==> src/design/chsf_ram.sv <==
module chsf_ram #(
  parameter int unsigned WIDTH = 8,
  parameter int unsigned DEPTH = 16,
  localparam int unsigned AW   = (DEPTH > 1) ? $clog2(DEPTH) : 1
) (
  input  logic             clk_i,
  input  logic             we_i,
  input  logic [AW-1:0]    waddr_i,
  input  logic [WIDTH-1:0] wdata_i,
  input  logic             re_i,
  input  logic [AW-1:0]    raddr_i,
  output logic [WIDTH-1:0] rdata_o
);

  logic [WIDTH-1:0] mem_q [DEPTH];
  logic [WIDTH-1:0] rdata_q;

  always_ff @(posedge clk_i) begin
    if (we_i) begin
      mem_q[waddr_i] <= wdata_i;
    end
    if (re_i) begin
      rdata_q <= mem_q[raddr_i];
    end
  end

  assign rdata_o = rdata_q;

endmodule

==> config.mk <==
export PLATFORM = sky130hd
export DESIGN_NAME = chsf_ram
export DESIGN_NICKNAME = d
export VERILOG_FILES = /design/src/design/chsf_ram.sv
export SDC_FILE = /design/constraint.sdc
export NUM_CORES = 1
export LEC_CHECK = 0
export BUFFER_PORTS_ARGS = -buffer_cell sky130_fd_sc_hd__buf_2
export CAP_MARGIN = 40
export CORE_MARGIN = 1
export CORE_UTILIZATION = 60
export CTS_CLUSTER_SIZE = 8
export DETAILED_ROUTE_END_ITERATION = 6
export PLACE_DENSITY = 0.78
export SYNTH_ARGS = -nofsm -noshare
export SYNTH_HDL_FRONTEND = slang
export SYNTH_SLANG_ARGS = --single-unit
==> constraint.sdc <==
create_clock -name clk_i -period 1.7 [get_ports clk_i]
set_input_delay 0.085 -clock clk_i [delete_from_list [all_inputs] [get_ports clk_i]]
set_output_delay 0.085 -clock clk_i [all_outputs]
set_load 0.03 [all_outputs]
==> summary.md <==
| Metric | Value |
|---|---|
| Status | finished, final reports clean |
| Wire length on met2 | approximately 5200 um |
| Initial Util | between 60% and 70% |
| Reg2reg start | mem_q[2][2]$_DFFE_PP_ |
| Cell count after synthesis | about 230 |
| Worst slew pin tran | 393 ps |
| Post_cts resized | 0 |
| TritonCTS Buffers | 17 |
| Die X | 95.3 um |
| Gr ovfl total | 0 |
| Worst Path Required | 1950 ps |
| Vias in the first global route | 2,688 |
| DRT iter0 DRCs | 200 |
| Drt via density | 6.29 |
| Leakage | roughly 2.2 nW |
| Register area | slightly above 4000 um2 |
| # nets final | between 300 and 400 |
| CTS Hold Buffers Added | 9 |
| Routability cong. | between 0.7 and 0.8 |
| Max-cap violations | 0 |
| Core box area | around 8300 um2 |
| Max rail drop VDD | 848 uV |
| Clk_lat worst skew | 510 ps |
| PortBufs | 26 |
| Final worst path period share | ~93% |
| Setup Crit Path Kind | register to register |
| Final core occ | about 76% |
| Largest net degree at the start of global routing | 33 |
| CTS tree | yes |
| N_diodes | 0 |
| F_max | ~640 MHz |
| Crit path time final | 1570 ps |
| Row cnt | 33 |
| WL/cell | between 20 and 30 um |
| Ports | 27 |
| Syn Nets | between 200 and 250 |
| Total GRT Usage | around a quarter |
| DR DRC count | 0 |
| Avg Inst Size Synth | approximately 23 um2 |
| Mapped Area | 5230 um2 |
| Distinct cell type count after synthesis | 18 |
| Highest routed layer | met4 |
| Metal3 WL | just over 700 um |
| CP Launch Point | mem_q[2][2]$_DFFE_PP_ |
| HP Start | waddr_i[1] |
| Initial antenna violation count | 0 |
| TNS Setup | 0 ps |
| Data arrival time of the worst path | approximately 1800 ps |
| Share of post-route cells with drive strength above 1 | between 30% and 40% |
| DPL Wire Length | ~5800 um |
| Leading area contributor after synthesis | edfxtp_1 |
| Number of synthesized register bits | 136 |
| Post-synthesis sequential area ratio | 78.1% |
| Max Slew Vio Count | 0 |
| FILL cells | about 450 |
| Setup crit end kind | register |
| YS warnings | 0 |
| DRT Wirelength | approximately 10,000 um |
| Startpoint types | register |
| Multi-input combinational cell area | around 1100 um2 |
| Critical path fanouts, max | 1 |
| Met1 WL | ~4300 um |
| Area contributors post-synth | edfxtp_1, mux4_2, mux4_1, a22oi_1, nor2_1 |
| Area grow syn2layout | 21.8% |
| Worst clock skew | 8.15 ps |
| Share of the synthesized area in the top cell type | 78.1% |
| Clock Tree Buf Depth | 2 |
| ANT nets after route | 0 |
| Drt first pass iters | 5 |
| Final hold vios | 0 |
| RSZ-0062 raised after global routing | false |
| Clock transition at the registers of the reported paths | 60 ps |
| Power Density | 1310 nW/um2 |
| Post-CTS Setup Inserts | 0 |
| Area of the die | 9090 um2 |
| DR vias | between 2,000 and 3,000 |
| Die Height | around 95 um |
| Clk sinks | approximately 140 |
| First-pass GRT wire length | around 16,000 um |
| H-Tree Depth | 4 |
| Hold crit path type | input pin to register |
| Slew headroom | 73.8% |
| Final setup vio count | 0 |
| Root Buffer | clkbuf_8 |
[final cells by class]
class	count	share of cell area, %
well taps	105	2.06
clock inverters	14	3.97
flip-flops and latches	136	64.2
repair buffers	57	6.64
multi-input cells	83	16.6
clock buffers	18	6.56
[metal layers]
metal | global-route usage, % | vias to the layer above
met3 | 7.10 | 13
met5 | 0 | -
met2 | 40.8 | 135
met1 | 35.5 | 1331
met4 | 9.72 | 0
li1 | - | 1120
[Yosys cell counts, drive strengths merged]
library cell	instances
and2	1
a22oi	16
nand3b	2
nand3	1
edfxtp	136
mux4	32
and2b	1
nor2b	1
nand2	9
clkdlybuf4s25	3
nand2b	2
nor2	13
nor3	4
or3b	1
buf	7
[final timing paths]
kind                                              end  slack, ps  depth (start not counted)
worst min-delay path            mem_q[8][3]$_DFFE_PP_        140                          3
worst max-delay path             rdata_o[2]$_DFFE_PP_        130                          3
worst max register to register   rdata_o[2]$_DFFE_PP_        130                          3
worst min register to register   rdata_o[5]$_DFFE_PP_        770                          3
[placed cells by master (no fill, tap or decap), drive strengths merged]
master         n
clkbuf        18
nor3           4
a22oi         16
edfxtp       136
and2b          1
nand2b         2
nand3b         2
or3b           1
nor2b          1
mux4          32
dlygate4sd3    9
clkinv         4
clkinvlp       3
nand3          1
bufinv         7
and2           1
buf           48
nor2          13
nand2          9
[kinds of logic after synthesis]
| logic type | synth area share [%] |
|---|---|
| multiplexers | 14.8 |
| AND/OR/NAND/NOR | 3.14 |
| flip-flops | 78.1 |
| buffers and inverters | 1.65 |
| AO/OA/AOI/OAI | 2.30 |
[critical path: stages (launching register included)]
cell and delay [ps]:
edfxtp_1 370, mux4_1 530, a22oi_1 320, nand2_1 110
[where the power goes]
| group | switching (mW) | internal [mW] | total (mW) | leakage, nW |
|---|---|---|---|---|
| Sequential | 0.0251 | 3.78 | 3.80 | 1.24 |
| Combinational | 0.229 | 0.169 | 0.398 | 0.640 |
| Clock | 1.32 | 2.81 | 4.13 | 0.314 |
[metrics by stage]
step	hold WS, ps	instances	worst slack [ps]	power, mW	instance area, um2
3_5_place_dp	467	372	38.3	4.25	5610
3_3_place_gp	458	372	11.5	4.23	5610
5_1_grt	119	413	109	8.56	6370
4_1_cts	116	413	128	8.38	6370
2_1_floorplan	184	229	122	4.09	5230
6_report	140	413	126	8.33	6370
[state kept, by name, indices dropped and copies added, names as in the netlist]
signal,count
mem_q,128
rdata_o,8
No activity file was read; power rests on OpenSTA's default activity.
