===== src/design/chsf_pkg.sv =====
package chsf_pkg;

  localparam int unsigned CHANNELS_DEF = 16;

  localparam int unsigned CH_W      = 4;
  localparam int unsigned RANGE_W   = 48;
  localparam int unsigned WL_W      = 24;
  localparam int unsigned LEN_W     = 11;
  localparam int unsigned CFG_IDX_W = 1;
  localparam int unsigned ENTRY_W   = 2 * RANGE_W;

  localparam int unsigned MUL_A_W  = 27;
  localparam int unsigned MUL_B_W  = 30;
  localparam int unsigned PROD_W   = MUL_A_W + MUL_B_W;
  localparam int unsigned K_W      = WL_W + MUL_B_W;
  localparam int unsigned HALF_W   = RANGE_W / 2;
  localparam int unsigned ACC_W    = K_W + RANGE_W;
  localparam int unsigned ADV_SHIFT = 56;
  localparam int unsigned ADV_W    = ACC_W - ADV_SHIFT;
  localparam int unsigned SUM_W    = RANGE_W + 1;
  localparam int unsigned HPROD_W  = RANGE_W + LEN_W;
  localparam int unsigned N_W      = HPROD_W + 3;
  localparam int unsigned SHIFT_W  = 6;

  localparam int unsigned DIV_W     = 64;
  localparam int unsigned DIV_STEPS = 4;

  localparam logic [MUL_B_W-1:0] INV2PI    = 30'd683565276;
  localparam logic [LEN_W-1:0]   LEN_RESET = 11'd200;

  localparam logic [CFG_IDX_W-1:0] CFG_LENGTH = 1'd0;
  localparam logic [CFG_IDX_W-1:0] CFG_ENABLE = 1'd1;

  typedef struct packed {
    logic [CH_W-1:0]           channel;
    logic                      range_valid;
    logic signed [RANGE_W-1:0] raw_range;
    logic signed [RANGE_W-1:0] carrier_phase;
    logic [WL_W-1:0]           wavelength;
  } chsf_in_t;

  typedef struct packed {
    logic [CH_W-1:0]           channel_out;
    logic                      range_valid_out;
    logic signed [RANGE_W-1:0] smoothed_range;
  } chsf_out_t;

  typedef enum logic [4:0] {
    S_IDLE,
    S_LOAD,
    S_KCAP,
    S_P0,
    S_P1,
    S_P2,
    S_P3,
    S_ACCL,
    S_RND,
    S_SUM,
    S_SMAG,
    S_H0,
    S_H1,
    S_HACC,
    S_NSUM,
    S_NMAG,
    S_DIV,
    S_WB,
    S_DONE
  } chsf_state_e;

endpackage


===== src/design/chsf_div.sv =====
module chsf_div
  import chsf_pkg::*;
(
  input  logic             clk_i,
  input  logic             rst_ni,
  input  logic             start_i,
  input  logic [DIV_W-1:0] dividend_i,
  input  logic [LEN_W-1:0] divisor_i,
  output logic             done_o,
  output logic [DIV_W-1:0] quotient_o
);

  localparam int unsigned ITER  = DIV_W / DIV_STEPS;
  localparam int unsigned CNT_W = (ITER > 1) ? $clog2(ITER) : 1;

  logic             busy_q, busy_d;
  logic             done_q, done_d;
  logic [CNT_W-1:0] cnt_q, cnt_d;
  logic [LEN_W:0]   rem_q, rem_d;
  logic [DIV_W-1:0] quo_q, quo_d;
  logic [LEN_W-1:0] divisor_q;
  logic [LEN_W:0]   rem_step;
  logic [DIV_W-1:0] quo_step;

  // Restoring division, several quotient bits per cycle.
  always_comb begin
    rem_step = rem_q;
    quo_step = quo_q;
    for (int i = 0; i < DIV_STEPS; i++) begin
      rem_step = {rem_step[LEN_W-1:0], quo_step[DIV_W-1]};
      quo_step = {quo_step[DIV_W-2:0], 1'b0};
      if (rem_step >= {1'b0, divisor_q}) begin
        rem_step    = rem_step - {1'b0, divisor_q};
        quo_step[0] = 1'b1;
      end
    end
  end

  always_comb begin
    busy_d = busy_q;
    done_d = 1'b0;
    cnt_d  = cnt_q;
    rem_d  = rem_q;
    quo_d  = quo_q;
    if (start_i) begin
      busy_d = 1'b1;
      cnt_d  = CNT_W'(ITER - 1);
      rem_d  = '0;
      quo_d  = dividend_i;
    end else if (busy_q) begin
      rem_d = rem_step;
      quo_d = quo_step;
      if (cnt_q == '0) begin
        busy_d = 1'b0;
        done_d = 1'b1;
      end else begin
        cnt_d = cnt_q - 1'b1;
      end
    end
  end

  always_ff @(posedge clk_i or negedge rst_ni) begin
    if (!rst_ni) begin
      busy_q <= 1'b0;
      done_q <= 1'b0;
      cnt_q  <= '0;
    end else begin
      busy_q <= busy_d;
      done_q <= done_d;
      cnt_q  <= cnt_d;
    end
  end

  always_ff @(posedge clk_i) begin
    rem_q <= rem_d;
    quo_q <= quo_d;
    if (start_i) begin
      divisor_q <= divisor_i;
    end
  end

  assign done_o     = done_q;
  assign quotient_o = quo_q;

endmodule


===== config.mk =====
export PLATFORM = sky130hd
export DESIGN_NAME = chsf_div
export DESIGN_NICKNAME = d
export VERILOG_FILES = /design/src/design/chsf_pkg.sv /design/src/design/chsf_div.sv
export SDC_FILE = /design/constraint.sdc
export NUM_CORES = 1
export LEC_CHECK = 0
export CORE_UTILIZATION = 45
export DETAILED_ROUTE_END_ITERATION = 10
export DONT_BUFFER_PORTS = 1
export HOLD_SLACK_MARGIN = 0.06
export PLACE_DENSITY = 0.59
export SLEW_MARGIN = 20
export SYNTH_ARGS = -nofsm -noshare
export SYNTH_HDL_FRONTEND = slang
export SYNTH_SLANG_ARGS = --single-unit

===== constraint.sdc =====
create_clock -name clk_i -period 11 [get_ports clk_i]
set_input_delay 1.1 -clock clk_i [delete_from_list [all_inputs] [get_ports clk_i]]
set_output_delay 1.1 -clock clk_i [all_outputs]
set_load 0.1 [all_outputs]

==> metrics.md, run 1 <==
| Metric | Value |
|---|---|
| CTS tree | done |
| Grt ovf | 0 |
| Post-synth top cells | mux2_2 (80), edfxtp_1 (75), ha_1 (45), inv_1 (41), nor2_1 (33) |
| Root Buffer | clkbuf_16 |
| I/O pins | 143 |
| DR WL/cell | between 20 and 25 µm |
| Synth warn | 0 |
| Die X | roughly 120 µm |
| Reg2Reg Setup Slack | between 1000 and 1500 ps |
| FF-to-FF path depth | 34 |
| Unrepaired setup endpoints after global routing | no |
| First-pass GRT wire length | 24200 µm |
| Final Cycle Share | a little over 90% |
| Crit start category | flop |
| Area leader, netlist | edfxtp_1 |
| Inserted Clock Buffers | 9 |
| Worst r2r src | quotient_o[63]$_DFFE_PP_ |
| Cell with the most instances after synthesis | mux2_2 |
| CTS H-tree lvls | 3 |
| Hold buffer count at CTS | 0 |
| Fmax achieved | between 100 and 150 MHz |
| Overall Global Routing Usage | a little over a fifth |
| Initial Util | between 40% and 50% |
| Final Wtd Congestion | 0.945 |
| Worst Max-Slew Pin Slew | roughly 1000 ps |
| Hold crit path type | primary input to async pin |
| Worst skew pair latency | approximately 350 ps |
| Area grow syn2layout | 7.05% |
| Synthesized area | approximately 6300 µm² |
| Final Skew | 9.00 ps |
| Site Rows | 43 |
| Count of unique library cells instantiated by Yosys | 70 |
| Crit path top cell by count | a21oi_1 |
| Ant diodes | 0 |
| Clk slew on worst S/H paths | roughly 70 ps |
| M1 wire length | between 6000 and 7000 µm |
| Sink Count | 92 |
| Core area | between 10000 and 15000 µm² |
| Synth top area share | 35.5% |
| Antenna-violating nets left | 0 |
| Met2 wire length | 7360 µm |
| Fin nets | 689 |
| Largest net degree at the start of global routing | 96 |
| CTS max path bufs | 2 |
| Ys async rst share | under 10% |
| Hold Fails Final Rpt | 0 |
| Syn Area/Cell | ~11 µm² |
| Layout cells sized above 1 | between 20% and 30% |
| Tmin final | roughly 10000 ps |
| RR Endpoint | quotient_o[0]$_DFFE_PP_ |
| Worst Path Required | between 10000 and 15000 ps |
| Number of flops mapped to enable cells by yosys | 75 |
| Die area | 14600 µm² |
| Worst path slowest cell | edfxtp_1 |
| Kind of critical path | flop to flop |
| Max-slew violations | 0 |
| Setup TNS | 0 ps |
| Final wirelength | around 16000 µm |
| Initial antenna violation count | 0 |
| Fillcell total | ~1200 |
| Final setup violation count | 0 |
| Worst stage delay on the critical path | 1000 ps |
| Max Cap Viol | 0 |
| Main synth FF type | edfxtp_1 |
| Detailed Route Iter0 Violations | 312 |
| TritonRoute pass-1 iters | 5 |
| Post-CTS sizing | 0 |
| Top Metal Used | met4 |
| Crit path capture type | flop |
| Post-Synthesis Net Count | 694 |
| Outcome | finished clean |
| DR DRC count | 0 |
| Sequential fraction of the synthesis area | between 40% and 50% |
| DIE HEIGHT | ~120 µm |
| Flops & latches, synth | 92 |
| DPL Wire Length | ~12000 µm |
| Syn Inst Count | 567 |
| Synth area leaders | edfxtp_1 (36%), mux2_2 (14%), ha_1 (8.9%) |
| Total number of vias | approximately 4500 |
| Setup bufs post-CTS | 0 |
| PortBufs | 0 |
| Slew margin rel. | 30.4% |
| Met3 WL | between 1000 and 1500 µm |
| Critical Path AT | about 10000 ps |
| Vias/cell | roughly 6.0 |
| Vias in the first global route | ~4500 |
| Crit-path max FO | 17 |
## flip-flops by register name, indices dropped and copies added (netlist names)
name,flops
busy_q,1
cnt_q,4
divisor_q,11
done_o,1
quotient_o,64
rem_q,11
## layout make-up
class	count	area [µm²]	share of cell area, %
Clock buffer	10	229	3.37
Timing Repair Buffer	2	15.0	0.221
Sequential cell	92	2620	38.6
Multi-Input combinational cell	416	3480	51.3
Clock inverter	6	62.6	0.922
Inverter	41	154	2.27
Tap cell	180	225	3.32
## critical path: cells and delay by family (launching register included)
kind,cells,cell delay (ps)
AO/OA/AOI/OAI,16,3030
adder cells (fa/ha/maj),5,1690
buffers and inverters,3,460
multiplexers,3,1150
AND/OR/NAND/NOR,7,2380
flip-flops,1,1000
## metrics by stage
stage | util (%) | hold WS, ps | setup slack [ps] | area [µm²] | std cells
after floorplan | - | 477 | 1820 | 6340 | 567
after detailed placement | 47.0 | 520 | 1030 | 6490 | 731
after global routing | 49.1 | 431 | 214 | 6790 | 747
after CTS | 49.1 | 432 | 1010 | 6790 | 747
after global placement | 47.0 | 505 | 1330 | 6490 | 731
final | 49.1 | 449 | 1000 | 6790 | 747
## routing by layer
layer,GRT usage (%),vias to the layer above
li1,-,2132
met1,27.7,2150
met2,35.1,171
met3,5.90,28
met4,9.80,0
met5,0,-
## cells in the final DEF (no fill, tap or decap), types with 4 or more instances in the layout
cell / n
edfxtp_1: 75
nand2b_1: 15
xor2_1: 7
o211ai_1: 13
clkbuf_16: 9
nor4_1: 5
mux2_2: 80
inv_1: 41
nor2_1: 33
or3_1: 9
or3b_2: 5
mux2i_1: 7
nand3_1: 5
o21ai_0: 21
xnor2_1: 17
a21oi_1: 27
a21o_1: 8
dfrtp_1: 6
dfxtp_1: 11
nand4_1: 6
o21ai_1: 5
nor2b_1: 8
nand2_1: 15
ha_1: 45
fa_1: 4
o21a_1: 9
nor3_1: 12
a211oi_1: 5
## worst max-delay path by stage
stage	from	end	slack [ps]	depth (start not counted)
2_1_floorplan	quotient_o[63]$_DFFE_PP_	rem_q[8]$_SDFFE_PP0P_	1820	38
3_3_place_gp	quotient_o[63]$_DFFE_PP_	quotient_o[0]$_DFFE_PP_	1330	34
3_5_place_dp	quotient_o[63]$_DFFE_PP_	quotient_o[0]$_DFFE_PP_	1030	34
4_1_cts	quotient_o[63]$_DFFE_PP_	quotient_o[0]$_DFFE_PP_	1010	34
5_1_grt	quotient_o[63]$_DFFE_PP_	quotient_o[0]$_DFFE_PP_	210	34
6_report	quotient_o[63]$_DFFE_PP_	quotient_o[0]$_DFFE_PP_	1000	34
## cell families (layout without fill, tap and decap cells)
group	Yosys count	in the layout	share of synthesized area, %
buffers and inverters	59	59	3.77
multiplexers	89	89	15.7
AND/OR/NAND/NOR	126	126	10.7
XOR/XNOR	24	24	3.32
adder cells (fa/ha/maj)	49	49	10.1
AO/OA/AOI/OAI	128	128	15.0
flip-flops	92	92	41.4
Power of run 1 is left out: the tool's default activity adds up to more than one toggle a clock period on the data nets, which glitch-free logic cannot reach.
==> inputs of run 2 (changes only) <==
Settings changed: CORE_UTILIZATION 45 to 65, PLACE_DENSITY 0.59 to 0.8.
==> run 2 against run 1 <==
Effect of this change: clock skew is 6.0 ps higher; via count is 1.7% higher; cell area is 1.9% lower; maximum frequency is 3.8% higher; setup slack better by 360 ps; hold slack worse by 31 ps; flip-flop and latch count stayed put; global-route usage is 9.2 points higher; first-iteration DRC count is 7.1% lower; clock-buffer cell count stayed put; final cell count is 6.7% lower; largest cell class unchanged.
==> metrics.md, run 2 (same netlist as run 1, synthesis figures left out) <==
| Metric | Value |
|---|---|
| Outcome | finished clean |
| Crit path capture type | flop |
| Met3 WL | between 1000 and 1500 µm |
| Initial Util | around two thirds |
| Crit start category | flop |
| Sink Count | 92 |
| Worst r2r src | divisor_q[0]$_DFFE_PP_ |
| DR WL/cell | 22.0 µm |
| Layout cells sized above 1 | approximately 22% |
| Tmin final | 9630 ps |
| CTS max path bufs | 2 |
| Final wirelength | 15300 µm |
| Clk slew on worst S/H paths | approximately 100 ps |
| FF-to-FF path depth | 32 |
| Final Skew | approximately 15 ps |
| Reg2Reg Setup Slack | roughly 1400 ps |
| M1 wire length | roughly 6300 µm |
| Post-CTS sizing | 0 |
| Unrepaired setup endpoints after global routing | no |
| Hold Fails Final Rpt | 0 |
| Max reg flops | 64 |
| Setup TNS | 0 ps |
| Antenna-violating nets left | 0 |
| Total number of vias | ~4600 |
| Fmax achieved | between 100 and 150 MHz |
| Most common cell after layout, fill and taps aside | mux2_2 |
| Worst Path Required | 11090 ps |
| TritonRoute pass-1 iters | 5 |
| Initial antenna violation count | 0 |
| Final Wtd Congestion | about 0.94 |
| Setup bufs post-CTS | 0 |
| Hold crit path type | primary input to async pin |
| Final Cycle Share | approximately 90% |
| PortBufs | 0 |
| Met2 wire length | approximately 7300 µm |
| Root Buffer | clkbuf_8 |
| Vias in the first global route | around 4500 |
| Largest net degree at the start of global routing | 96 |
| CTS tree | done |
| DIE HEIGHT | approximately 100 µm |
| Worst Max-Slew Pin Slew | ~1000 ps |
| Overall Global Routing Usage | 31.2% |
| Kind of critical path | flop to flop |
| RR Endpoint | quotient_o[0]$_DFFE_PP_ |
| Inserted Clock Buffers | 9 |
| Site Rows | 35 |
| Top Metal Used | met4 |
| Die area | ~10000 µm² |
| Worst stage delay on the critical path | 670 ps |
| DPL Wire Length | between 10000 and 15000 µm |
| Worst path slowest cell | a2111oi_4 |
| Fin nets | 690 |
| DR DRC count | 0 |
| Final setup violation count | 0 |
| Max Cap Viol | 0 |
| Slew margin rel. | approximately 30% |
| Area grow syn2layout | 5.05% |
| Vias/cell | ~6.5 |
| Most frequent cells in the layout | mux2_2 (80), edfxtp_1 (75), ha_1 (45) |
| CTS H-tree lvls | 3 |
| Crit-path max FO | 14 |
| Core area | between 9000 and 10000 µm² |
| Worst skew pair latency | between 300 and 400 ps |
| Hold buffer count at CTS | 0 |
| Die X | between 100 and 150 µm |
| Grt ovf | 0 |
| Ant diodes | 0 |
| Critical Path AT | between 9000 and 10000 ps |
| Detailed Route Iter0 Violations | 290 |
| I/O pins | around 140 |
| First-pass GRT wire length | about 24000 µm |
| Max-slew violations | 0 |
[run 2: worst max path at each step]
stage / from / to / slack [ps] / depth (start not counted)
finish: divisor_q[0]$_DFFE_PP_ / quotient_o[0]$_DFFE_PP_ / 1370 / 32
detailed placement: divisor_q[0]$_DFFE_PP_ / quotient_o[0]$_DFFE_PP_ / 1530 / 32
global placement: divisor_q[0]$_DFFE_PP_ / quotient_o[0]$_DFFE_PP_ / 1780 / 32
global route: divisor_q[0]$_DFFE_PP_ / quotient_o[0]$_DFFE_PP_ / 720 / 32
floorplan: quotient_o[63]$_DFFE_PP_ / rem_q[8]$_SDFFE_PP0P_ / 1820 / 38
CTS: divisor_q[0]$_DFFE_PP_ / quotient_o[0]$_DFFE_PP_ / 1480 / 32
[run 2: worst max-delay path: cells and delay by family (launching register included)]
family / cells / cell delay (ps)
muxes: 3 / 1160
AOI/OAI and AO/OA: 16 / 3550
and+or+nand+nor: 7 / 2400
buffers and inverters: 1 / 40
DFF: 1 / 520
adders and majority gates: 5 / 1670
[run 2: per-layer routing]
| metal | track usage, % | vias up |
|---|---|---|
| met1 | 38.8 | 2198 |
| met4 | 13.0 | 0 |
| met3 | 8.11 | 42 |
| met2 | 51.6 | 180 |
| met5 | 0 | - |
| li1 | - | 2138 |
[run 2: through the flow]
stage          setup slack, ps  util [%]  hold WS (ps)  cell area [µm²]  cells
2_1_floorplan             1820         -           477             6340    567
3_3_place_gp              1780      69.0           497             6440    681
3_5_place_dp              1530      69.0           519             6440    681
4_1_cts                   1480      71.4           408             6660    697
5_1_grt                    722      71.4           397             6660    697
6_report                  1370      71.4           419             6660    697
[run 2: final cells by class]
| class | instances | area [µm²] |
|---|---|---|
| Clock buffer | 10 | 128 |
| Clock inverter | 6 | 93.8 |
| Fill cell | 687 | 2670 |
| Inverter | 41 | 154 |
| Multi-Input combinational cell | 416 | 3480 |
| Sequential cell | 92 | 2620 |
| Tap cell | 129 | 161 |
| Timing Repair Buffer | 3 | 22.5 |
Power of run 2 is left out for the same reason.
